### src/hdl/ple_pkg.sv
`timescale 1ns / 1ps

package ple_pkg;

   localparam int OPCODE_W   = 4;
   localparam int POSITION_W = 5;
   localparam int WORD_W     = 32;
   localparam int STATUS_W   = 3;
   localparam int REPORT_W   = 5;

   typedef enum logic [OPCODE_W-1:0] {
      OP_INSERT       = 4'd0,
      OP_PUSH_FRONT   = 4'd1,
      OP_PUSH_TAIL    = 4'd2,
      OP_REMOVE_AT    = 4'd3,
      OP_POP_FRONT    = 4'd4,
      OP_POP_BACK     = 4'd5,
      OP_REMOVE_FIRST = 4'd6,
      OP_REMOVE_ALL   = 4'd7,
      OP_FIND         = 4'd8,
      OP_COUNT        = 4'd9,
      OP_CLEAR        = 4'd10,
      OP_QUERY        = 4'd11
   } opcode_type;

   typedef enum logic [STATUS_W-1:0] {
      ST_OK      = 3'd0,
      ST_RANGE   = 3'd1,
      ST_EMPTY   = 3'd2,
      ST_FULL    = 3'd3,
      ST_MISSING = 3'd4
   } status_type;

   // word line of a cell: keep, open a gap at k, close the gap at k
   typedef enum logic [1:0] {
      DOP_HOLD = 2'd0,
      DOP_INS  = 2'd1,
      DOP_DEL  = 2'd2
   } cell_data_op_type;

   // read line of a cell: keep, copy own word, take right neighbor
   typedef enum logic [1:0] {
      ROP_HOLD  = 2'd0,
      ROP_LOAD  = 2'd1,
      ROP_SHIFT = 2'd2
   } cell_rd_op_type;

   typedef struct packed {
      cell_data_op_type data_op;
      cell_rd_op_type   rd_op;
   } cell_cmd_type;

endpackage

### src/hdl/ple_if.sv
`timescale 1ns / 1ps

interface ple_req_if;
   import ple_pkg::*;

   logic                         valid;
   logic                         ready;
   logic [OPCODE_W-1:0]          opcode;
   logic [POSITION_W-1:0]        position;
   logic signed [WORD_W-1:0]     value;

   modport source (output valid, opcode, position, value, input ready);
   modport sink   (input valid, opcode, position, value, output ready);
endinterface

interface ple_rsp_if;
   import ple_pkg::*;

   logic                         valid;
   logic                         ready;
   logic [STATUS_W-1:0]          status;
   logic signed [WORD_W-1:0]     value_out;
   logic signed [REPORT_W-1:0]   found_index;
   logic [REPORT_W-1:0]          match_count;
   logic [REPORT_W-1:0]          length;
   logic                         list_empty;

   modport source (output valid, status, value_out, found_index, match_count, length,
                   list_empty, input ready);
   modport sink   (input valid, status, value_out, found_index, match_count, length,
                   list_empty, output ready);
endinterface

### src/hdl/ple_cell.sv
`timescale 1ns / 1ps

module ple_cell #(
   parameter int IDX = 0,
   parameter int IW  = 4
) (
   input  logic                          clock,
   input  ple_pkg::cell_cmd_type         cmd,
   input  logic [IW-1:0]                 k,
   input  logic [ple_pkg::WORD_W-1:0]    value,
   input  logic [ple_pkg::WORD_W-1:0]    left_data,
   input  logic [ple_pkg::WORD_W-1:0]    right_data,
   input  logic [ple_pkg::WORD_W-1:0]    right_rd,
   output logic [ple_pkg::WORD_W-1:0]    data,
   output logic [ple_pkg::WORD_W-1:0]    rd,
   output logic                          match
);
   import ple_pkg::*;

   localparam logic [IW-1:0] MY_IDX = IW'(IDX);

   logic [WORD_W-1:0] data_ff, data_in;
   logic [WORD_W-1:0] rd_ff, rd_in;

   always_comb begin
      data_in = data_ff;
      case (cmd.data_op)
         DOP_INS: begin
            if (MY_IDX == k) begin
               data_in = value;
            end else if (MY_IDX > k) begin
               data_in = left_data;
            end
         end
         DOP_DEL: begin
            if (MY_IDX >= k) begin
               data_in = right_data;
            end
         end
         default: data_in = data_ff;
      endcase
   end

   always_comb begin
      rd_in = rd_ff;
      case (cmd.rd_op)
         ROP_LOAD:  rd_in = data_ff;
         ROP_SHIFT: rd_in = right_rd;
         default:   rd_in = rd_ff;
      endcase
   end

   always_ff @(posedge clock) begin
      data_ff <= data_in;
      rd_ff   <= rd_in;
   end

   assign data  = data_ff;
   assign rd    = rd_ff;
   assign match = (data_ff == value);

endmodule

### src/hdl/positional_list_engine_core.sv
`timescale 1ns / 1ps

// Channel   Dir  Handshake            Payload
// req_ch    in   valid/ready          opcode, position, value
// rsp_ch    out  valid/ready          status, value_out, found_index, match_count,
//                                     length, list_empty
//
// One request is in flight at a time. Direct commands (insert, pushes, remove_at,
// pop_front, clear, query and all error cases) go from accept to the next accept
// through these steps: latch, execute in the cell row, post the response.
// Scanning commands (pop_back, remove_first, remove_all, find, count) then visit the
// cells one at a time, with up to length + 1 visits.
// Reset is synchronous and clears the length and the control state only; cell words
// are not cleared. A response waiting in the response register does not block the
// next request; a second finished result holds in the result registers, with
// req_ch.ready low, until the response register frees up.

module positional_list_engine_core #(
   parameter int DEPTH = 16
) (
   input  logic        clock,
   input  logic        reset,
   ple_req_if.sink     req_ch,
   ple_rsp_if.source   rsp_ch
);
   import ple_pkg::*;

   localparam int IW = $clog2(DEPTH);
   localparam int CW = $clog2(DEPTH + 1);
   localparam int XW = (CW > POSITION_W) ? CW : POSITION_W;
   localparam logic [CW-1:0] DEPTH_V = CW'(DEPTH);

   typedef enum logic [2:0] {
      S_IDLE = 3'b001,
      S_EXEC = 3'b010,
      S_SCAN = 3'b100
   } state_type;

   // Sequencer registers
   state_type               state_ff, state_in;
   logic                    done_ff, done_in;
   opcode_type              op_ff, op_in;
   logic [POSITION_W-1:0]   pos_ff, pos_in;
   logic [WORD_W-1:0]       val_ff, val_in;
   logic [CW-1:0]           count_ff, count_in;
   logic [CW-1:0]           j_ff, j_in;

   // Result being built
   status_type              status_ff, status_in;
   logic [WORD_W-1:0]       vout_ff, vout_in;
   logic [REPORT_W-1:0]     fidx_ff, fidx_in;
   logic [CW-1:0]           mcount_ff, mcount_in;

   // Response register
   logic                    rsp_valid_ff, rsp_valid_in;
   logic [STATUS_W-1:0]     rsp_status_ff, rsp_status_in;
   logic [WORD_W-1:0]       rsp_vout_ff, rsp_vout_in;
   logic [REPORT_W-1:0]     rsp_fidx_ff, rsp_fidx_in;
   logic [REPORT_W-1:0]     rsp_mcount_ff, rsp_mcount_in;
   logic [REPORT_W-1:0]     rsp_length_ff, rsp_length_in;
   logic                    rsp_empty_ff, rsp_empty_in;

   // Cell row
   cell_cmd_type            cmd;
   logic [IW-1:0]           k;
   logic [WORD_W-1:0]       data_w [DEPTH];
   logic [WORD_W-1:0]       rd_w   [DEPTH];
   logic [DEPTH-1:0]        match_w;

   logic                    accept;
   logic                    slot_free;
   logic                    is_last;
   logic [CW-1:0]           last_idx;

   assign accept    = req_ch.valid && req_ch.ready;
   assign slot_free = !rsp_valid_ff || rsp_ch.ready;
   assign last_idx  = count_ff - CW'(1);
   assign is_last   = (j_ff == last_idx);

   // Hold off new requests while a finished result still waits for the response slot.
   assign req_ch.ready = (state_ff == S_IDLE) && !done_ff;

   // Row of cells; cell 0 is the front of the list.
   for (genvar i = 0; i < DEPTH; i++) begin : g_cell
      logic [WORD_W-1:0] left_w, right_w, right_rd_w;

      if (i == 0) begin : g_first
         assign left_w = val_ff;
      end else begin : g_mid_left
         assign left_w = data_w[i-1];
      end

      if (i == DEPTH - 1) begin : g_last
         assign right_w    = '0;
         assign right_rd_w = '0;
      end else begin : g_mid_right
         assign right_w    = data_w[i+1];
         assign right_rd_w = rd_w[i+1];
      end

      ple_cell #(
         .IDX (i),
         .IW  (IW)
      ) u_cell (
         .clock      (clock),
         .cmd        (cmd),
         .k          (k),
         .value      (val_ff),
         .left_data  (left_w),
         .right_data (right_w),
         .right_rd   (right_rd_w),
         .data       (data_w[i]),
         .rd         (rd_w[i]),
         .match      (match_w[i])
      );
   end

   // Sequencer: latch the request, execute it in the row, scan if needed.
   always_comb begin
      state_in   = state_ff;
      done_in    = 1'b0;
      op_in      = op_ff;
      pos_in     = pos_ff;
      val_in     = val_ff;
      count_in   = count_ff;
      j_in       = j_ff;
      status_in  = status_ff;
      vout_in    = vout_ff;
      fidx_in    = fidx_ff;
      mcount_in  = mcount_ff;
      cmd        = '{data_op: DOP_HOLD, rd_op: ROP_HOLD};
      k          = j_ff[IW-1:0];

      unique case (state_ff)
         S_IDLE: begin
            // hold the finished result until the response slot frees up
            done_in = done_ff && !slot_free;
            if (accept) begin
               op_in     = opcode_type'(req_ch.opcode);
               pos_in    = req_ch.position;
               val_in    = req_ch.value;
               status_in = ST_OK;
               vout_in   = '0;
               fidx_in   = '1;
               mcount_in = '0;
               j_in      = '0;
               state_in  = S_EXEC;
            end
         end

         S_EXEC: begin
            // Most commands finish here; the scanning ones move on to S_SCAN.
            done_in  = 1'b1;
            state_in = S_IDLE;
            case (op_ff)
               OP_INSERT: begin
                  if (XW'(pos_ff) > XW'(count_ff)) begin
                     status_in = ST_RANGE;
                  end else if (count_ff >= DEPTH_V) begin
                     status_in = ST_FULL;
                  end else begin
                     cmd.data_op = DOP_INS;
                     k           = IW'(pos_ff);
                     count_in    = count_ff + CW'(1);
                  end
               end
               OP_PUSH_FRONT, OP_PUSH_TAIL: begin
                  if (count_ff >= DEPTH_V) begin
                     status_in = ST_FULL;
                  end else begin
                     cmd.data_op = DOP_INS;
                     k           = (op_ff == OP_PUSH_FRONT) ? '0 : count_ff[IW-1:0];
                     count_in    = count_ff + CW'(1);
                  end
               end
               OP_REMOVE_AT: begin
                  if (XW'(pos_ff) >= XW'(count_ff)) begin
                     status_in = ST_RANGE;
                  end else begin
                     cmd.data_op = DOP_DEL;
                     k           = IW'(pos_ff);
                     count_in    = count_ff - CW'(1);
                  end
               end
               OP_POP_FRONT: begin
                  if (count_ff == '0) begin
                     status_in = ST_EMPTY;
                  end else begin
                     vout_in     = data_w[0];
                     cmd.data_op = DOP_DEL;
                     k           = '0;
                     count_in    = count_ff - CW'(1);
                  end
               end
               OP_POP_BACK: begin
                  if (count_ff == '0) begin
                     status_in = ST_EMPTY;
                  end else begin
                     // copy the words onto the read line, then walk it to the tail
                     cmd.rd_op = ROP_LOAD;
                     done_in   = 1'b0;
                     state_in  = S_SCAN;
                  end
               end
               OP_REMOVE_FIRST, OP_REMOVE_ALL, OP_FIND: begin
                  if (count_ff == '0) begin
                     status_in = ST_EMPTY;
                  end else begin
                     done_in  = 1'b0;
                     state_in = S_SCAN;
                  end
               end
               OP_COUNT: begin
                  done_in  = 1'b0;
                  state_in = S_SCAN;
               end
               OP_CLEAR: begin
                  count_in = '0;
               end
               default: begin
                  // query and the unused codes leave the store as it is
               end
            endcase
         end

         S_SCAN: begin
            if (j_ff >= count_ff) begin
               // walked past the last word
               if (op_ff == OP_REMOVE_FIRST) begin
                  status_in = ST_MISSING;
               end
               done_in  = 1'b1;
               state_in = S_IDLE;
            end else begin
               case (op_ff)
                  OP_POP_BACK: begin
                     if (is_last) begin
                        vout_in     = rd_w[0];
                        cmd.data_op = DOP_DEL;
                        count_in    = count_ff - CW'(1);
                        done_in     = 1'b1;
                        state_in    = S_IDLE;
                     end else begin
                        cmd.rd_op = ROP_SHIFT;
                        j_in      = j_ff + CW'(1);
                     end
                  end
                  OP_REMOVE_FIRST: begin
                     if (match_w[j_ff[IW-1:0]]) begin
                        cmd.data_op = DOP_DEL;
                        count_in    = count_ff - CW'(1);
                        done_in     = 1'b1;
                        state_in    = S_IDLE;
                     end else begin
                        j_in = j_ff + CW'(1);
                     end
                  end
                  OP_REMOVE_ALL: begin
                     // drop a match and look at the same slot again
                     if (match_w[j_ff[IW-1:0]]) begin
                        cmd.data_op = DOP_DEL;
                        count_in    = count_ff - CW'(1);
                        mcount_in   = mcount_ff + CW'(1);
                     end else begin
                        j_in = j_ff + CW'(1);
                     end
                  end
                  OP_FIND: begin
                     if (match_w[j_ff[IW-1:0]]) begin
                        fidx_in  = REPORT_W'(j_ff);
                        done_in  = 1'b1;
                        state_in = S_IDLE;
                     end else begin
                        j_in = j_ff + CW'(1);
                     end
                  end
                  default: begin
                     // count
                     if (match_w[j_ff[IW-1:0]]) begin
                        mcount_in = mcount_ff + CW'(1);
                     end
                     j_in = j_ff + CW'(1);
                  end
               endcase
            end
         end

         default: state_in = S_IDLE;
      endcase
   end

   // Response register: load when the command completes, hold until taken.
   always_comb begin
      rsp_valid_in  = rsp_valid_ff;
      rsp_status_in = rsp_status_ff;
      rsp_vout_in   = rsp_vout_ff;
      rsp_fidx_in   = rsp_fidx_ff;
      rsp_mcount_in = rsp_mcount_ff;
      rsp_length_in = rsp_length_ff;
      rsp_empty_in  = rsp_empty_ff;

      if (rsp_valid_ff && rsp_ch.ready) begin
         rsp_valid_in = 1'b0;
      end
      if (done_ff && slot_free) begin
         rsp_valid_in  = 1'b1;
         rsp_status_in = status_ff;
         rsp_vout_in   = vout_ff;
         rsp_fidx_in   = fidx_ff;
         rsp_mcount_in = REPORT_W'(mcount_ff);
         rsp_length_in = REPORT_W'(count_ff);
         rsp_empty_in  = (count_ff == '0);
      end
   end

   always_ff @(posedge clock) begin
      if (reset) begin
         state_ff     <= S_IDLE;
         done_ff      <= 1'b0;
         count_ff     <= '0;
         rsp_valid_ff <= 1'b0;
      end else begin
         state_ff     <= state_in;
         done_ff      <= done_in;
         count_ff     <= count_in;
         rsp_valid_ff <= rsp_valid_in;
      end
   end

   always_ff @(posedge clock) begin
      op_ff         <= op_in;
      pos_ff        <= pos_in;
      val_ff        <= val_in;
      j_ff          <= j_in;
      status_ff     <= status_in;
      vout_ff       <= vout_in;
      fidx_ff       <= fidx_in;
      mcount_ff     <= mcount_in;
      rsp_status_ff <= rsp_status_in;
      rsp_vout_ff   <= rsp_vout_in;
      rsp_fidx_ff   <= rsp_fidx_in;
      rsp_mcount_ff <= rsp_mcount_in;
      rsp_length_ff <= rsp_length_in;
      rsp_empty_ff  <= rsp_empty_in;
   end

   assign rsp_ch.valid       = rsp_valid_ff;
   assign rsp_ch.status      = rsp_status_ff;
   assign rsp_ch.value_out   = rsp_vout_ff;
   assign rsp_ch.found_index = rsp_fidx_ff;
   assign rsp_ch.match_count = rsp_mcount_ff;
   assign rsp_ch.length      = rsp_length_ff;
   assign rsp_ch.list_empty  = rsp_empty_ff;

endmodule

### src/flat_wrapper.sv
// flat-port wrapper written by rule: the top's interface ports become plain ports
module positional_list_engine_core_flat import ple_pkg::*;
#(
   parameter int DEPTH = 16
)
  (clock, reset, req_ch_valid, req_ch_opcode, req_ch_position, req_ch_value, req_ch_ready, rsp_ch_valid, rsp_ch_status, rsp_ch_value_out, rsp_ch_found_index, rsp_ch_match_count, rsp_ch_length, rsp_ch_list_empty, rsp_ch_ready);
  ple_req_if req_ch_i ();
  ple_rsp_if rsp_ch_i ();
  input  logic clock;
  input  logic reset;
  input wire logic [$bits(req_ch_i.valid)-1:0] req_ch_valid;
  input wire logic [$bits(req_ch_i.opcode)-1:0] req_ch_opcode;
  input wire logic [$bits(req_ch_i.position)-1:0] req_ch_position;
  input wire logic [$bits(req_ch_i.value)-1:0] req_ch_value;
  output wire logic [$bits(req_ch_i.ready)-1:0] req_ch_ready;
  output wire logic [$bits(rsp_ch_i.valid)-1:0] rsp_ch_valid;
  output wire logic [$bits(rsp_ch_i.status)-1:0] rsp_ch_status;
  output wire logic [$bits(rsp_ch_i.value_out)-1:0] rsp_ch_value_out;
  output wire logic [$bits(rsp_ch_i.found_index)-1:0] rsp_ch_found_index;
  output wire logic [$bits(rsp_ch_i.match_count)-1:0] rsp_ch_match_count;
  output wire logic [$bits(rsp_ch_i.length)-1:0] rsp_ch_length;
  output wire logic [$bits(rsp_ch_i.list_empty)-1:0] rsp_ch_list_empty;
  input wire logic [$bits(rsp_ch_i.ready)-1:0] rsp_ch_ready;
  assign req_ch_i.valid = req_ch_valid;
  assign req_ch_i.opcode = req_ch_opcode;
  assign req_ch_i.position = req_ch_position;
  assign req_ch_i.value = req_ch_value;
  assign req_ch_ready = req_ch_i.ready;
  assign rsp_ch_valid = rsp_ch_i.valid;
  assign rsp_ch_status = rsp_ch_i.status;
  assign rsp_ch_value_out = rsp_ch_i.value_out;
  assign rsp_ch_found_index = rsp_ch_i.found_index;
  assign rsp_ch_match_count = rsp_ch_i.match_count;
  assign rsp_ch_length = rsp_ch_i.length;
  assign rsp_ch_list_empty = rsp_ch_i.list_empty;
  assign rsp_ch_i.ready = rsp_ch_ready;
  positional_list_engine_core #(.DEPTH(DEPTH)) u_core (.clock(clock), .reset(reset), .req_ch(req_ch_i), .rsp_ch(rsp_ch_i));
endmodule
### config.mk
export PLATFORM = sky130hd
export DESIGN_NAME = positional_list_engine_core_flat
export DESIGN_NICKNAME = d
export VERILOG_FILES = /design/src/hdl/ple_pkg.sv /design/src/hdl/ple_if.sv /design/src/hdl/ple_cell.sv /design/src/hdl/positional_list_engine_core.sv /design/src/flat_wrapper.sv
export SDC_FILE = /design/constraint.sdc
export NUM_CORES = 2
export LEC_CHECK = 0
export BUFFER_PORTS_ARGS = -buffer_cell sky130_fd_sc_hd__buf_2
export CAP_MARGIN = 25
export CELL_PAD_IN_SITES_DETAIL_PLACEMENT = 0
export CELL_PAD_IN_SITES_GLOBAL_PLACEMENT = 1
export CORE_MARGIN = 1
export CORE_UTILIZATION = 58
export DETAILED_ROUTE_END_ITERATION = 10
export PLACE_DENSITY_LB_ADDON = 0.15
export SYNTH_ARGS = -nofsm -noshare
export SYNTH_HDL_FRONTEND = slang
export SYNTH_HIERARCHICAL = 1
export SYNTH_SLANG_ARGS = --single-unit
### constraint.sdc
create_clock -name clock -period 19.95 [get_ports clock]
set_input_delay 1.995 -clock clock [delete_from_list [all_inputs] [get_ports clock]]
set_output_delay 1.995 -clock clock [all_outputs]
set_load 0.02 [all_outputs]
==> results.md <==
- Min Clock Period, post-route: 6.300 ns
- Critical Path End Type: flip-flop
- Placed insts: 5987
- Io pins: 98
- DP Worst Slack: 13.69 ns
- Clock Tree Buf Depth: 3
- NumNets Final: 4820
- ANT nets after route: 0
- Global-route wire length before repair: 248200 um
- MaxCap Viol Count: 0
- Hold path cells: 0
- Share of post-route cells with drive strength above 1: 20.99%
- Crit start category: flip-flop
- Post-synthesis async set-or-reset flop share: 0%
- Critical Path RT: 20.38 ns
- Clock latency on the worst-skew pair: 0.76 ns
- FP Rows: 118
- CTS root buf: clkbuf_16
- Synth Warn #: 6
- Wirelength, routed: 164600 um
- Setup repair bufs after CTS: 0
- Vias: 38110
- Die footprint: 106900 sq um
- Drt initial violations: 3685
- Worst r2r src: u_core/g_cell[0].left_w[12]
- Drt pass-1 iters: 6
- Met1 Usage GRT: 43.44%
- Total power draw: 6.085 mW
- Most numerous cell on the critical path: buf_4
- Run status: finished, final reports clean
- Most used DFF post-synth: edfxtp_1
- Core area: 104100 sq um
- Fillers: 7855
- Slowest stage delay, CP: 0.81 ns
- Multi-input logic area: 24690 sq um
- Worst setup path end: u_core/g_cell[0].u_cell/data[19]
- Critical path buffer and inverter count: 4
- Post-layout util: 64.56%
- Crit-path max FO: 65
- Yosys cell types: 77
- # DRC: 0
- Highest Clock Rate: 158.7 MHz
- FF-to-FF path depth: 16
- # resized after CTS: 0
- Top post-synthesis cells by area: edfxtp_1 57%, mux2_2 8.8%, mux2i_1 8.5%, xor2_1 7.4%, nand2_1 3.3%
- Leakage: 22.47 nW
- Worst hold slack: 0.4180 ns
- Post-Syn Area per Cell: 13.34 sq um
- Final hold vios: 0
- FF+latch count, synth: 1176
- Worst Hold Class: flip-flop to flip-flop
- RSZ-0062 raised after global routing: no
- Crit path max-delay cell type: o21a_1
- Pwr per Cell Area: 90.56 nW/um^2
- Non-filler cells, final: 6229
- Initial antenna violation count: 1
- Critical R2R Capture: u_core/g_cell[0].u_cell/data[19]
- EDFF count, synth: 1166
- WS Path Type: flip-flop to flip-flop
- Peak VDD IR: 105.0 uV
- Post-CTS Hold Buffers: 0
- Post-DP HPWL: 109900 um
- Chip width: 326.9 um
- Met2 Use GR: 48.73%
- Slew margin rel.: 27.65%
- Family with the most delay on the worst path: buffers and inverters
- Fin worst setup slack: 13.65 ns
- Clock-pin slew on the worst setup and hold paths: 0.06 ns
- Post-DR vias/cell: 6.118
- Worst R2R Setup Slack: 13.65 ns
- Cell Chain, Critical Path: buf_4, xor2_1, nor4_1, nand4_1, nor2_1, mux2i_1, mux4_2, nor2_1, a41oi_1, o21ai_0, a21o_1, buf_4, nor2b_4, buf_4, o21a_1, buf_4
- Critical Path Source: u_core/g_cell[0].left_w[12]
- TNS Setup: 0 ns
- Die height: 326.9 um
- Area delta synth->final: 9.719%
- Period utilization: 31.58%
- Final Max Slew Viols: 0
- Final Setup Violations: 0
- Met3 usage: 3.815%
- Buffers on Ports: 97
- Non-Filler Cell Area, Final: 67190 sq um
- Register area: 35210 sq um
- Post-synth top area share: 57.17%
- CP arrival: 6.73 ns
- Sequential share of the synthesized area: 57.50%
- Largest net degree at the start of global routing: 66
- GP Congestion: 0.8767
- Vias in the first global route: 37830
- Worst Max-Slew Pin Slew: 1.085 ns
- GR peak layer: met2
- Initial core utilization: 58.84%
- Post-Synthesis Cells: 4591
- Gr usage total: 30.81%
- CTS Buf Count: 133
- CTS tree: yes
- Dominant cell type by area after synthesis: edfxtp_1
- Placed inst area: 63150 sq um
- Setup Skew: 0.03195 ns
- GR Overflow Total: 0
- WL/cell: 26.42 um
- Sink Count: 1176
- CP Depth: 16
- Post-Synthesis Cell Area: 61240 sq um
- H-Tree Depth: 4
-- how the worst min path moves through the flow --
stage / start / end / slack (ns)
finish: u_core/fidx_ff[3] / u_core/rsp_ch.found_index[3] / 0.42
global route: u_core/vout_ff[26] / u_core/rsp_ch.value_out[26] / 0.43
CTS: u_core/fidx_ff[3] / u_core/rsp_ch.found_index[3] / 0.42
detailed placement: u_core/vout_ff[12] / u_core/rsp_ch.value_out[12] / 0.40
global placement: u_core/vout_ff[2] / u_core/rsp_ch.value_out[2] / 0.40
floorplan: u_core/fidx_ff[0] / u_core/rsp_ch.found_index[0] / 0.40
-- Yosys cell counts, types with 25 or more instances --
cell type	number
nor2_1	58
mux2_1	36
a22o_1	37
mux2i_1	521
mux2_2	477
o21ai_1	297
xor2_1	519
edfxtp_1	1166
nand4_1	33
o21ai_0	159
nor4_1	132
nand2_1	531
clkbuf_1	103
o21ai_2	80
inv_1	48
buf_2	77
ha_1	32
a21oi_1	25
nor2b_1	29
-- report_power, final --
part	internal, mW	total [mW]	leakage (nW)	switching [mW]
Combinational	0.316	0.919	9.91	0.603
Sequential	2.81	2.87	10.6	0.0583
Clock	1.29	2.30	1.97	1.01
-- kinds of logic after synthesis --
logic type      Yosys count  share of synthesized area (%)
simple gates            860                          6.836
mux                    1035                          17.98
xor+xnor                534                          7.637
buf+inv                 304                          3.105
flops                  1176                          57.50
fa+ha+maj                32                         0.6538
other cells               1                       0.006123
compound gates          649                          6.278
-- flip-flops by register name (all words and copies together), names as in the netlist, 32 cells and up --
| signal | flops |
|---|---|
| u_core/g_cell.u_cell/rd | 512 |
| u_core/rsp_ch.value_out | 32 |
| u_core/g_cell.left_w | 32 |
| u_core/vout_ff | 32 |
| u_core/g_cell.u_cell/data | 512 |
-- cell type report --
| cell class | instances | area share (%) |
|---|---|---|
| well taps | 1380 | 2.570 |
| diodes | 3 | 0.01117 |
| multi-input cells | 3174 | 36.74 |
| clock buffers | 162 | 5.115 |
| repair buffers | 210 | 2.015 |
| flip-flops and latches | 1176 | 52.41 |
| clock inverters | 76 | 0.8714 |
| inverters | 48 | 0.2681 |
-- routing by layer --
layer	part of all wire (%)	vias up
met5	0	-
met4	3.9	0
met3	6.3	256
met2	47	1511
met1	43	18950
li1	-	17390
-- placed cells by master, fill, tap and decap left out, drive strengths merged, types with 4 or more instances in the layout --
| master | instances |
|---|---|
| edfxtp | 1166 |
| o21ai | 536 |
| nand2 | 531 |
| mux2i | 521 |
| xor2 | 519 |
| mux2 | 513 |
| buf | 210 |
| clkbuf | 162 |
| nor4 | 134 |
| conb | 64 |
| clkinv | 60 |
| inv | 59 |
| nor2 | 58 |
| a22o | 37 |
| nand4 | 34 |
| ha | 32 |
| nor2b | 29 |
| a21oi | 25 |
| xnor2 | 15 |
| nand3 | 14 |
| nand2b | 13 |
| dfxtp | 10 |
| nor3 | 9 |
| and2 | 6 |
| nor4b | 6 |
| a22oi | 5 |
| a31oi | 5 |
| bufinv | 4 |
| nand3b | 4 |
| o31ai | 4 |
| nand4b | 4 |
| a21o | 4 |
Power figures use the tool's default switching activity.
